$ cat src/hw/rtl/rrts_pkg.sv
// Shared types, codes and helper functions of the round-robin task scheduler.
package rrts_pkg;

  localparam int DEF_TASK_SLOTS = 16;
  localparam int SLOT_W = 4;
  localparam int OP_W = 3;
  localparam int KIND_W = 3;
  localparam int RCOUNT_W = 5;
  localparam int IN_DATA_W = 16;
  localparam int OUT_DATA_W = 16;

  typedef enum logic [OP_W-1:0] {
    OP_START   = 3'd0,
    OP_EXPIRY  = 3'd1,
    OP_BLOCK   = 3'd2,
    OP_UNBLOCK = 3'd3,
    OP_YIELD   = 3'd4,
    OP_EXIT    = 3'd5
  } op_t;

  typedef enum logic [2:0] {
    ST_RUNNING = 3'd0,
    ST_READY   = 3'd1,
    ST_BLOCKED = 3'd2,
    ST_WAITING = 3'd3,
    ST_HANGING = 3'd4,
    ST_OVER    = 3'd5
  } status_t;

  typedef enum logic [1:0] {
    ERR_OK     = 2'd0,
    ERR_STATUS = 2'd1,
    ERR_KIND   = 2'd2
  } err_t;

  typedef enum logic [1:0] {
    SQ_IDLE,
    SQ_EXEC,
    SQ_SCHED
  } seq_t;

  typedef enum logic [2:0] {
    Q_HOLD,
    Q_WRITE_AT,
    Q_SHIFT_RIGHT,
    Q_SHIFT_LEFT,
    Q_REMOVE
  } qop_t;

  typedef struct packed {
    qop_t op;
    logic ins;
  } qcmd_t;

  typedef struct packed {
    logic    en0;
    status_t val0;
    logic    en1;
    status_t val1;
  } swr_t;

  function automatic logic is_blocked(status_t s);
    return (s == ST_BLOCKED) || (s == ST_WAITING) || (s == ST_HANGING);
  endfunction

  function automatic logic kind_ok(logic [KIND_W-1:0] k);
    return (k >= KIND_W'(ST_BLOCKED)) && (k <= KIND_W'(ST_HANGING));
  endfunction

endpackage

$ cat src/hw/rtl/rrts_queue_cell.sv
// One entry of the ready queue chain; shifts, inserts and compacts with its neighbors.
module rrts_queue_cell import rrts_pkg::*; #(
  parameter int IDX = 0,
  parameter int SW = 4,
  parameter int CW = 5
) (
  input  logic          clk,
  input  qcmd_t         cmd,
  input  logic [SW-1:0] value,
  input  logic [SW-1:0] key,
  input  logic [SW-1:0] pos,
  input  logic [CW-1:0] count,
  input  logic [SW-1:0] left,
  input  logic [SW-1:0] right,
  input  logic          hit_in,
  output logic          hit_out,
  output logic [SW-1:0] entry
);

  logic [SW-1:0] data;
  logic [SW-1:0] data_next;
  logic          valid;
  logic          here;

  assign valid   = CW'(IDX) < count;
  assign here    = SW'(IDX) == pos;
  assign hit_out = hit_in | (valid && (data == key));
  assign entry   = data;

  always_comb begin
    unique case (cmd.op)
      Q_HOLD:        data_next = data;
      Q_WRITE_AT:    data_next = here ? value : data;
      Q_SHIFT_RIGHT: data_next = left;
      Q_SHIFT_LEFT:  data_next = (cmd.ins && here) ? value : right;
      Q_REMOVE:      data_next = hit_out ? right : data;
      default:       data_next = data;
    endcase
  end

  always_ff @(posedge clk) begin
    data <= data_next;
  end

endmodule

$ cat src/hw/rtl/rrts_slot_cell.sv
// Status register of one task slot with two prioritized write ports.
module rrts_slot_cell import rrts_pkg::*; #(
  parameter int IDX = 0,
  parameter int SW = 4
) (
  input  logic          clk,
  input  logic          rst,
  input  swr_t          wr,
  input  logic [SW-1:0] addr0,
  input  logic [SW-1:0] addr1,
  output status_t       status
);

  localparam status_t RST_STATUS = (IDX == 0) ? ST_RUNNING : ST_OVER;

  always_ff @(posedge clk) begin
    if (rst) begin
      status <= RST_STATUS;
    end else if (wr.en1 && (addr1 == SW'(IDX))) begin
      status <= wr.val1;
    end else if (wr.en0 && (addr0 == SW'(IDX))) begin
      status <= wr.val0;
    end
  end

endmodule

$ cat src/hw/rtl/round_robin_task_scheduler.sv
// Top level of the round-robin task scheduler: event sequencer, slot row and queue chain.
// An event is accepted in the idle state and run in the exec state; its result is registered once
// the output is free, for an exit with reschedule only after a further schedule step.
// The sequencer holds one event at a time and accepts the next only after the result is loaded.
// Reset (rst, synchronous): slot 0 running, all other slots over, queue empty, idle slot 1.
module round_robin_task_scheduler import rrts_pkg::*; #(
  parameter int TASK_SLOTS = DEF_TASK_SLOTS
) (
  input  logic                  clk,
  input  logic                  rst,
  input  logic                  cfg_wr_en,
  input  logic [SLOT_W-1:0]     cfg_wr_data,
  input  logic                  s_tvalid,
  output logic                  s_tready,
  // Fields from bit 0: op, task_slot, block_kind, reschedule.
  input  logic [IN_DATA_W-1:0]  s_tdata,
  output logic                  m_tvalid,
  input  logic                  m_tready,
  // Fields from bit 0: running_task, previous_task, switched, ready_count, error_code.
  output logic [OUT_DATA_W-1:0] m_tdata
);

  localparam int SW = $clog2(TASK_SLOTS);
  localparam int CW = $clog2(TASK_SLOTS + 1);
  localparam int XW = (SW > SLOT_W) ? SW : SLOT_W;
  localparam int RW = (CW > RCOUNT_W) ? CW : RCOUNT_W;

  seq_t                seq, seq_next;
  logic [OP_W-1:0]     op_r;
  logic [SLOT_W-1:0]   slot_r;
  logic [KIND_W-1:0]   kind_r;
  logic                ns_r;
  logic [SLOT_W-1:0]   idle_slot;
  logic [SW-1:0]       cur;
  logic [CW-1:0]       count;

  status_t             stat [TASK_SLOTS];
  logic [SW-1:0]       entries [TASK_SLOTS];
  logic                hits [TASK_SLOTS+1];

  logic [XW-1:0]       slot_x, idle_x;
  logic [SW-1:0]       slot_i, idle_i;
  logic                slot_ok, idle_ok, full, empty, found;
  status_t             st_slot, st_cur, st_idle, kind_s;
  op_t                 eop;

  err_t                err;
  qcmd_t               q_cmd, q_cmd_g;
  logic [SW-1:0]       q_value, q_pos;
  logic [CW-1:0]       count_next, cnt_after;
  logic [SW-1:0]       cur_next, next_task;
  swr_t                swr, swr_g;
  logic [SW-1:0]       addr0, addr1;
  logic                sw, to_sched, do_sched, a, a_x, sched_bad;
  status_t             idle_eff;

  logic                out_free, go, commit, load;
  logic [SW-1:0]       run_o;
  logic [CW-1:0]       cnt_o;
  logic [XW-1:0]       run_x, prev_x;
  logic [RW-1:0]       cnt_x;

  assign slot_x  = XW'(slot_r);
  assign idle_x  = XW'(idle_slot);
  assign slot_i  = slot_x[SW-1:0];
  assign idle_i  = idle_x[SW-1:0];
  assign slot_ok = int'(slot_x) < TASK_SLOTS;
  assign idle_ok = int'(idle_x) < TASK_SLOTS;
  assign full    = int'(count) >= TASK_SLOTS;
  assign empty   = count == '0;
  assign st_slot = stat[slot_i];
  assign st_cur  = stat[cur];
  assign st_idle = stat[idle_i];
  assign kind_s  = status_t'(kind_r);
  assign found   = hits[TASK_SLOTS];
  assign eop     = (seq == SQ_SCHED) ? OP_EXPIRY : op_t'(op_r);

  assign out_free = !m_tvalid || m_tready;
  assign go       = ((seq == SQ_EXEC) || (seq == SQ_SCHED)) && out_free;
  assign commit   = go && (err == ERR_OK);
  assign load     = go && !to_sched;

  always_comb begin
    err        = ERR_OK;
    q_cmd      = '{op: Q_HOLD, ins: 1'b0};
    q_value    = '0;
    q_pos      = '0;
    count_next = count;
    cur_next   = cur;
    swr        = '{en0: 1'b0, val0: ST_READY, en1: 1'b0, val1: ST_RUNNING};
    addr0      = '0;
    addr1      = '0;
    sw         = 1'b0;
    to_sched   = 1'b0;
    do_sched   = 1'b0;
    a          = 1'b0;
    idle_eff   = st_idle;
    sched_bad  = 1'b0;
    next_task  = cur;
    cnt_after  = count - CW'(found);
    a_x        = (slot_i != cur) && (st_cur == ST_RUNNING);

    unique case (eop)
      OP_START: begin
        if (!slot_ok || (st_slot != ST_OVER) || full) begin
          err = ERR_STATUS;
        end else begin
          q_cmd.op   = Q_WRITE_AT;
          q_value    = slot_i;
          q_pos      = SW'(count);
          count_next = count + CW'(1);
          swr.en0    = 1'b1;
          swr.val0   = ST_READY;
          addr0      = slot_i;
        end
      end
      OP_EXPIRY: begin
        do_sched = 1'b1;
        a        = st_cur == ST_RUNNING;
      end
      OP_BLOCK: begin
        if (!kind_ok(kind_r)) begin
          err = ERR_KIND;
        end else if (st_cur != ST_RUNNING) begin
          err = ERR_STATUS;
        end else begin
          swr.en0  = 1'b1;
          swr.val0 = kind_s;
          addr0    = cur;
          do_sched = 1'b1;
          idle_eff = (idle_i == cur) ? kind_s : st_idle;
        end
      end
      OP_UNBLOCK: begin
        if (!slot_ok || !is_blocked(st_slot) || full) begin
          err = ERR_STATUS;
        end else begin
          q_cmd.op   = Q_SHIFT_RIGHT;
          q_value    = slot_i;
          count_next = count + CW'(1);
          swr.en0    = 1'b1;
          swr.val0   = ST_READY;
          addr0      = slot_i;
        end
      end
      OP_YIELD: begin
        if (st_cur != ST_RUNNING) begin
          err = ERR_STATUS;
        end else begin
          do_sched = 1'b1;
          a        = 1'b1;
        end
      end
      OP_EXIT: begin
        if (!slot_ok) begin
          err = ERR_STATUS;
        end else if (ns_r && ((a_x && (int'(cnt_after) >= TASK_SLOTS)) ||
                    ((cnt_after == '0) && !a_x &&
                     !(idle_ok && (idle_i != slot_i) && is_blocked(st_idle))))) begin
          err = ERR_STATUS;
        end else begin
          q_cmd.op   = Q_REMOVE;
          q_value    = slot_i;
          count_next = cnt_after;
          swr.en0    = 1'b1;
          swr.val0   = ST_OVER;
          addr0      = slot_i;
          to_sched   = ns_r;
        end
      end
      default: begin
        err = ERR_STATUS;
      end
    endcase

    if (do_sched) begin
      sched_bad = (a && full) ||
                  (empty && !a && !(idle_ok && is_blocked(idle_eff)));
      if (sched_bad) begin
        err = ERR_STATUS;
      end else begin
        next_task = !empty ? entries[0] : (a ? cur : idle_i);
        if (a) begin
          swr.en0  = 1'b1;
          swr.val0 = ST_READY;
          addr0    = cur;
        end
        swr.en1  = 1'b1;
        swr.val1 = ST_RUNNING;
        addr1    = next_task;
        if (!empty) begin
          q_cmd.op   = Q_SHIFT_LEFT;
          q_cmd.ins  = a;
          q_value    = cur;
          q_pos      = SW'(count - CW'(1));
          count_next = count - CW'(1) + CW'(a);
        end
        cur_next = next_task;
        sw       = 1'b1;
      end
    end
  end

  always_comb begin
    if (commit) begin
      q_cmd_g = q_cmd;
    end else begin
      q_cmd_g = '{op: Q_HOLD, ins: 1'b0};
    end
    swr_g   = swr;
    swr_g.en0 = swr.en0 && commit;
    swr_g.en1 = swr.en1 && commit;
  end

  for (genvar i = 0; i < TASK_SLOTS; i++) begin : g_slot
    rrts_slot_cell #(.IDX(i), .SW(SW)) u_slot (
      .clk    (clk),
      .rst    (rst),
      .wr     (swr_g),
      .addr0  (addr0),
      .addr1  (addr1),
      .status (stat[i])
    );
  end

  assign hits[0] = 1'b0;

  for (genvar i = 0; i < TASK_SLOTS; i++) begin : g_queue
    logic [SW-1:0] left_in, right_in;
    if (i == 0) begin : g_first
      assign left_in = q_value;
    end else begin : g_inner
      assign left_in = entries[i-1];
    end
    if (i == TASK_SLOTS - 1) begin : g_last
      assign right_in = entries[i];
    end else begin : g_mid
      assign right_in = entries[i+1];
    end
    rrts_queue_cell #(.IDX(i), .SW(SW), .CW(CW)) u_cell (
      .clk     (clk),
      .cmd     (q_cmd_g),
      .value   (q_value),
      .key     (slot_i),
      .pos     (q_pos),
      .count   (count),
      .left    (left_in),
      .right   (right_in),
      .hit_in  (hits[i]),
      .hit_out (hits[i+1]),
      .entry   (entries[i])
    );
  end

  always_comb begin
    seq_next = seq;
    unique case (seq)
      SQ_IDLE:  if (s_tvalid) seq_next = SQ_EXEC;
      SQ_EXEC:  if (go) seq_next = to_sched ? SQ_SCHED : SQ_IDLE;
      SQ_SCHED: if (go) seq_next = SQ_IDLE;
      default:  seq_next = SQ_IDLE;
    endcase
  end

  always_comb begin
    s_tready = seq == SQ_IDLE;
  end

  assign run_o  = commit ? cur_next : cur;
  assign cnt_o  = commit ? count_next : count;
  assign run_x  = XW'(run_o);
  assign prev_x = XW'(cur);
  assign cnt_x  = RW'(cnt_o);

  always_ff @(posedge clk) begin
    if (rst) begin
      seq       <= SQ_IDLE;
      idle_slot <= SLOT_W'(1);
      cur       <= '0;
      count     <= '0;
      m_tvalid  <= 1'b0;
    end else begin
      seq <= seq_next;
      if (cfg_wr_en) begin
        idle_slot <= cfg_wr_data;
      end
      if (commit) begin
        cur   <= cur_next;
        count <= count_next;
      end
      if (load) begin
        m_tvalid <= 1'b1;
      end else if (m_tready) begin
        m_tvalid <= 1'b0;
      end
    end
  end

  always_ff @(posedge clk) begin
    if (s_tvalid && s_tready) begin
      op_r   <= s_tdata[2:0];
      slot_r <= s_tdata[6:3];
      kind_r <= s_tdata[9:7];
      ns_r   <= s_tdata[10];
    end
    if (load) begin
      m_tdata <= {err, cnt_x[RCOUNT_W-1:0], (sw && commit),
                  prev_x[SLOT_W-1:0], run_x[SLOT_W-1:0]};
    end
  end

endmodule

$ cat config.mk
export PLATFORM = sky130hd
export DESIGN_NAME = round_robin_task_scheduler
export DESIGN_NICKNAME = d
export VERILOG_FILES = /design/src/hw/rtl/rrts_pkg.sv /design/src/hw/rtl/rrts_queue_cell.sv /design/src/hw/rtl/rrts_slot_cell.sv /design/src/hw/rtl/round_robin_task_scheduler.sv
export SDC_FILE = /design/constraint.sdc
export NUM_CORES = 1
export LEC_CHECK = 0
export BUFFER_PORTS_ARGS = -buffer_cell sky130_fd_sc_hd__buf_2
export CORE_MARGIN = 1
export CORE_UTILIZATION = 45
export DETAILED_ROUTE_END_ITERATION = 7
export SLEW_MARGIN = 20
export SYNTH_ARGS = -nofsm -noshare
export SYNTH_HDL_FRONTEND = slang
export SYNTH_SLANG_ARGS = --single-unit
$ cat constraint.sdc
create_clock -name clk -period 16.84 [get_ports clk]
set_input_delay 1.684 -clock clk [delete_from_list [all_inputs] [get_ports clk]]
set_output_delay 1.684 -clock clk [all_outputs]
set_load 0.02 [all_outputs]
==> impl_results.rst <==
.. list-table::
   :header-rows: 1

   * - Metric
     - Value
   * - Worst hold path class
     - flop to flop
   * - Sum of net half-perimeters after detailed placement
     - 26.7 mm
   * - Prevailing post-synth register cell
     - sky130_fd_sc_hd__edfxtp_1
   * - Average cell area after synthesis
     - 9.30 um^2
   * - Final Util
     - 49.6%
   * - Row cnt
     - 57
   * - Critical path class
     - flop to flop
   * - Unrepaired setup endpoints after global routing
     - false
   * - Vias in the first global route
     - 9658
   * - Hold violation count in the final report
     - 0
   * - Post-Route WL
     - 38.0 mm
   * - Synthesized net count
     - 1251
   * - Achievable Freq
     - 127 MHz
   * - Overall fraction of global-route tracks in use
     - 29.9%
   * - Maximum vdd ir drop
     - 55.1 uV
   * - Switching power summed over all nets
     - 316 uW
   * - Minimum setup slack among reg-to-reg paths
     - 8960 ps
   * - Part of the Yosys area used for sequential elements
     - 35.6%
   * - Area growth from synthesis to final layout
     - 7.57%
   * - Total negative setup slack
     - 0 ps
   * - Largest net degree at the start of global routing
     - 61
   * - Post-synthesis sequential element count
     - 155
   * - Placed inst area
     - 0.0116 mm^2
   * - Endpoint kind of the worst setup timing path
     - flop
   * - Maximum number of buffers from clock root to sink
     - 2
   * - Number of nets still failing antenna checks after routing
     - 0
   * - Detailed-router iteration count before antenna repair
     - 5
   * - I/O pins
     - 43
   * - Net switching fraction of the power
     - 31.3%
   * - Synth Instances
     - 1214
   * - Ranking of synthesized cells by area
     - sky130_fd_sc_hd__edfxtp_1, sky130_fd_sc_hd__dfxtp_1, sky130_fd_sc_hd__mux4_2
   * - Dominant cell by count in the synthesized netlist
     - sky130_fd_sc_hd__nand2_1
   * - Distinct cell type count of the synthesized netlist
     - 100
   * - # fillers
     - 2341
   * - DRC violations left
     - 0
   * - Routed vias
     - 10346
   * - Count of clock tree sinks
     - 155
   * - Share of total power in combinational logic
     - 20.3%
   * - Cell Count Post-Placement
     - 1505
   * - Sequential cell fraction of total power
     - 42.8%
   * - Fraction of registers with async set/reset
     - 0%
   * - Latest clock arrival within the worst-skew pair
     - 440 ps
   * - CP dominant cell by count
     - sky130_fd_sc_hd__nor3_1
   * - Ordered list of cells on the worst path
     - or3_1, nor3_1, o2bb2ai_1, a311oi_1, o211a_1, nand3_1, or4_1, nor3_1, o21ai_1, a31o_2, ha_1, ha_1, xnor2_1, nand3_1, nor3_1, nand3_1, nor2_1, nor2_1, nand2_1, nor2_1, nor3_1
   * - Relative max-transition margin
     - 21.1%
   * - Antenna violations before repair
     - 0
   * - Worst hold path depth
     - 2
   * - Count of cells resized by post-cts repair
     - 0
   * - Syn. warnings
     - 0
   * - Buffers on Ports
     - 37
   * - Number of nets in the layout
     - 1237
   * - Synth top area share
     - 24.2%
   * - Core region area
     - 0.0245 mm^2
   * - Max Transition Viols Final
     - 0
   * - Largest stage delay, worst path
     - 680 ps
   * - Hold path startpoint
     - g_slot[8].u_slot.status[1]$_SDFFE_PP0P_
   * - Power density over cell area
     - 83.0 mW/mm^2
   * - Part of the cycle the worst path needs
     - 46.8%
   * - Number of cells traversed by the worst register-to-register path
     - 21
   * - Number of setup violations in the final report
     - 0
   * - Number of buffers inserted to repair setup after CTS
     - 0
   * - Last weighted congestion value of the routability-driven placer
     - 0.924
   * - CP Data Arrival Time
     - 7940 ps
   * - Die height
     - 160 um
   * - P_int
     - 692 uW
   * - Outcome
     - completed
   * - Part of the power in the clock network
     - 36.9%
   * - Buffer type at the clock tree root
     - sky130_fd_sc_hd__clkbuf_16
   * - Transition time at the pin with the least slew margin
     - 1180 ps
   * - Hold path endpoint
     - g_slot[8].u_slot.status[1]$_SDFFE_PP0P_
   * - Minimum period implied by the final worst setup slack
     - 7880 ps
   * - Max FO, Critical Path
     - 20
   * - Worst-path cell with the longest stage delay
     - sky130_fd_sc_hd__nor3_1
   * - Required time of the critical path
     - 16890 ps
   * - GR Overflow Total
     - 0
   * - Hold WS
     - 532 ps
   * - Average wire per cell in the routed design
     - 24.7 um
   * - Reg2reg end
     - g_queue[11].u_cell.entry[2]$_DFFE_PP_
   * - Post-CTS Hold Fix Bufs
     - 0
   * - Effective utilization at floorplan
     - 46.1%
   * - Clock transition at the registers of the reported paths
     - 60 ps
   * - Floorplan die width
     - 160 um
   * - Post-Synthesis Cell Area
     - 0.0113 mm^2
   * - Number of flops mapped to enable cells by yosys
     - 91
   * - Kind of start point of the critical path
     - flop
   * - Number of antenna repair diodes
     - 0
   * - H-Tree Depth
     - 4
   * - Global-route wire length before repair
     - 58.5 mm
   * - Post-synthesis cell type with the largest combined area
     - sky130_fd_sc_hd__edfxtp_1
   * - Leakage power
     - 0.00433 uW
   * - Full die area
     - 0.0257 mm^2
   * - TritonCTS clock tree
     - yes
   * - Share of cells above drive strength 1
     - 14.3%
   * - Commonest cells in the synthesized netlist
     - sky130_fd_sc_hd__nand2_1, sky130_fd_sc_hd__edfxtp_1, sky130_fd_sc_hd__nor2_1
   * - Final instance area
     - 0.0121 mm^2
   * - MaxCap Viol Count
     - 0
   * - Cell Count, Final, Fillers Out
     - 1537
   * - Number of buffers created by CTS
     - 17
   * - 1st-iter DRT viols
     - 1244
   * - Layout Skew
     - 19.1 ps
   * - Launch instance of the worst register-to-register path
     - count[2]$_SDFF_PP0_
   * - Number of vias per cell after detailed routing
     - 6.73
[stage by stage]
| step | power [uW] | setup slack (ps) |
|---|---|---|
| after floorplan | 583 | 10680 |
| after global placement | 636 | 9290 |
| after detailed placement | 638 | 9260 |
| after CTS | 1010 | 9180 |
| after global routing | 1040 | 8620 |
| final | 1010 | 8960 |
[registers in the layout, indices dropped and copies added (netlist names)]
| register | cells |
|---|---|
| ns_r | 1 |
| op_r | 3 |
| g_queue.u_cell.entry | 64 |
| g_slot.u_slot.status | 48 |
| slot_i | 4 |
| kind_r | 3 |
| seq | 2 |
| count | 5 |
| m_tvalid | 1 |
| m_tdata | 16 |
| idle_i | 4 |
| cur | 4 |
[cell usage in the layout (no fill, tap or decap), drive strengths merged, types with 8 or more instances in the layout]
cell type  Yosys  final
a211oi        10     10
a21o          11     11
a21oi         45     45
a221o         41     41
a22oi         21     21
a311o          9      9
a31o          10     10
a31oi         19     19
and2          25     25
buf           48     55
clkbuf        40     22
dfxtp         64     64
edfxtp        91     91
ha            12     12
inv           22     28
mux2          12     12
mux2i         38     38
mux4          25     25
nand2        146    146
nand2b         8      8
nand3         41     41
nand4         25     25
nor2          90     90
nor2b         17     17
nor3          39     39
nor4          19     19
o211ai         8      8
o21ai         79     79
xnor2         58     58
xor2          26     26
[logic make-up after synthesis]
kind of cell | synth area share, %
XOR/XNOR | 6.52
buffers and inverters | 4.65
multiplexers | 9.56
AO/OA/AOI/OAI | 21.9
flip-flops | 35.6
adder cells (fa/ha/maj) | 1.33
AND/OR/NAND/NOR | 20.5
[power groups by stage]
stage	sequential, uW	combinational [uW]	clock [uW]
after global placement	439	198	0
after detailed placement	439	199	0
after CTS	431	200	375
final	431	205	371
after floorplan	435	148	0
after global routing	433	219	390
[layer usage]
metal | share of wire (%) | vias up | GRT usage [%] | routed length, um
met2 | 42 | 660 | 43.3 | 16200
met1 | 43 | 4974 | 42.7 | 16500
met3 | 11 | 98 | 7.49 | 4310
met4 | 2.9 | 0 | 11.4 | 1110
met5 | 0 | - | 0 | 0
li1 | - | 4614 | - | -
[worst max-delay path: cells and delay by family (launching register included)]
kind / cells / cell delay (ps)
simple gates: 13 / 5100
compound gates: 5 / 1240
flops: 1 / 580
fa+ha+maj: 2 / 420
xor+xnor: 1 / 150
[how the worst max path moves through the flow]
stage,from,endpoint,cells past startpoint
global placement,count[2]$_SDFF_PP0_,g_queue[12].u_cell.entry[2]$_DFFE_PP_,23
global route,count[2]$_SDFF_PP0_,g_queue[11].u_cell.entry[0]$_DFFE_PP_,21
finish,count[2]$_SDFF_PP0_,g_queue[11].u_cell.entry[2]$_DFFE_PP_,21
detailed placement,count[2]$_SDFF_PP0_,g_queue[1].u_cell.entry[1]$_DFFE_PP_,21
CTS,count[2]$_SDFF_PP0_,g_queue[11].u_cell.entry[2]$_DFFE_PP_,21
floorplan,count[2]$_SDFF_PP0_,g_queue[14].u_cell.entry[0]$_DFFE_PP_,26
[final cells by class]
| type | instances | area [um^2] | share of cell area (%) |
|---|---|---|---|
| clock buffer | 22 | 485 | 4.00 |
| clock inverter | 10 | 60.1 | 0.495 |
| inverter | 23 | 86.3 | 0.711 |
| multi-input combinational | 948 | 6770 | 55.8 |
| sequential | 155 | 4010 | 33.1 |
| tap | 324 | 405 | 3.34 |
| timing repair buffer | 55 | 320 | 2.64 |
(Power assumes the default switching activity.)
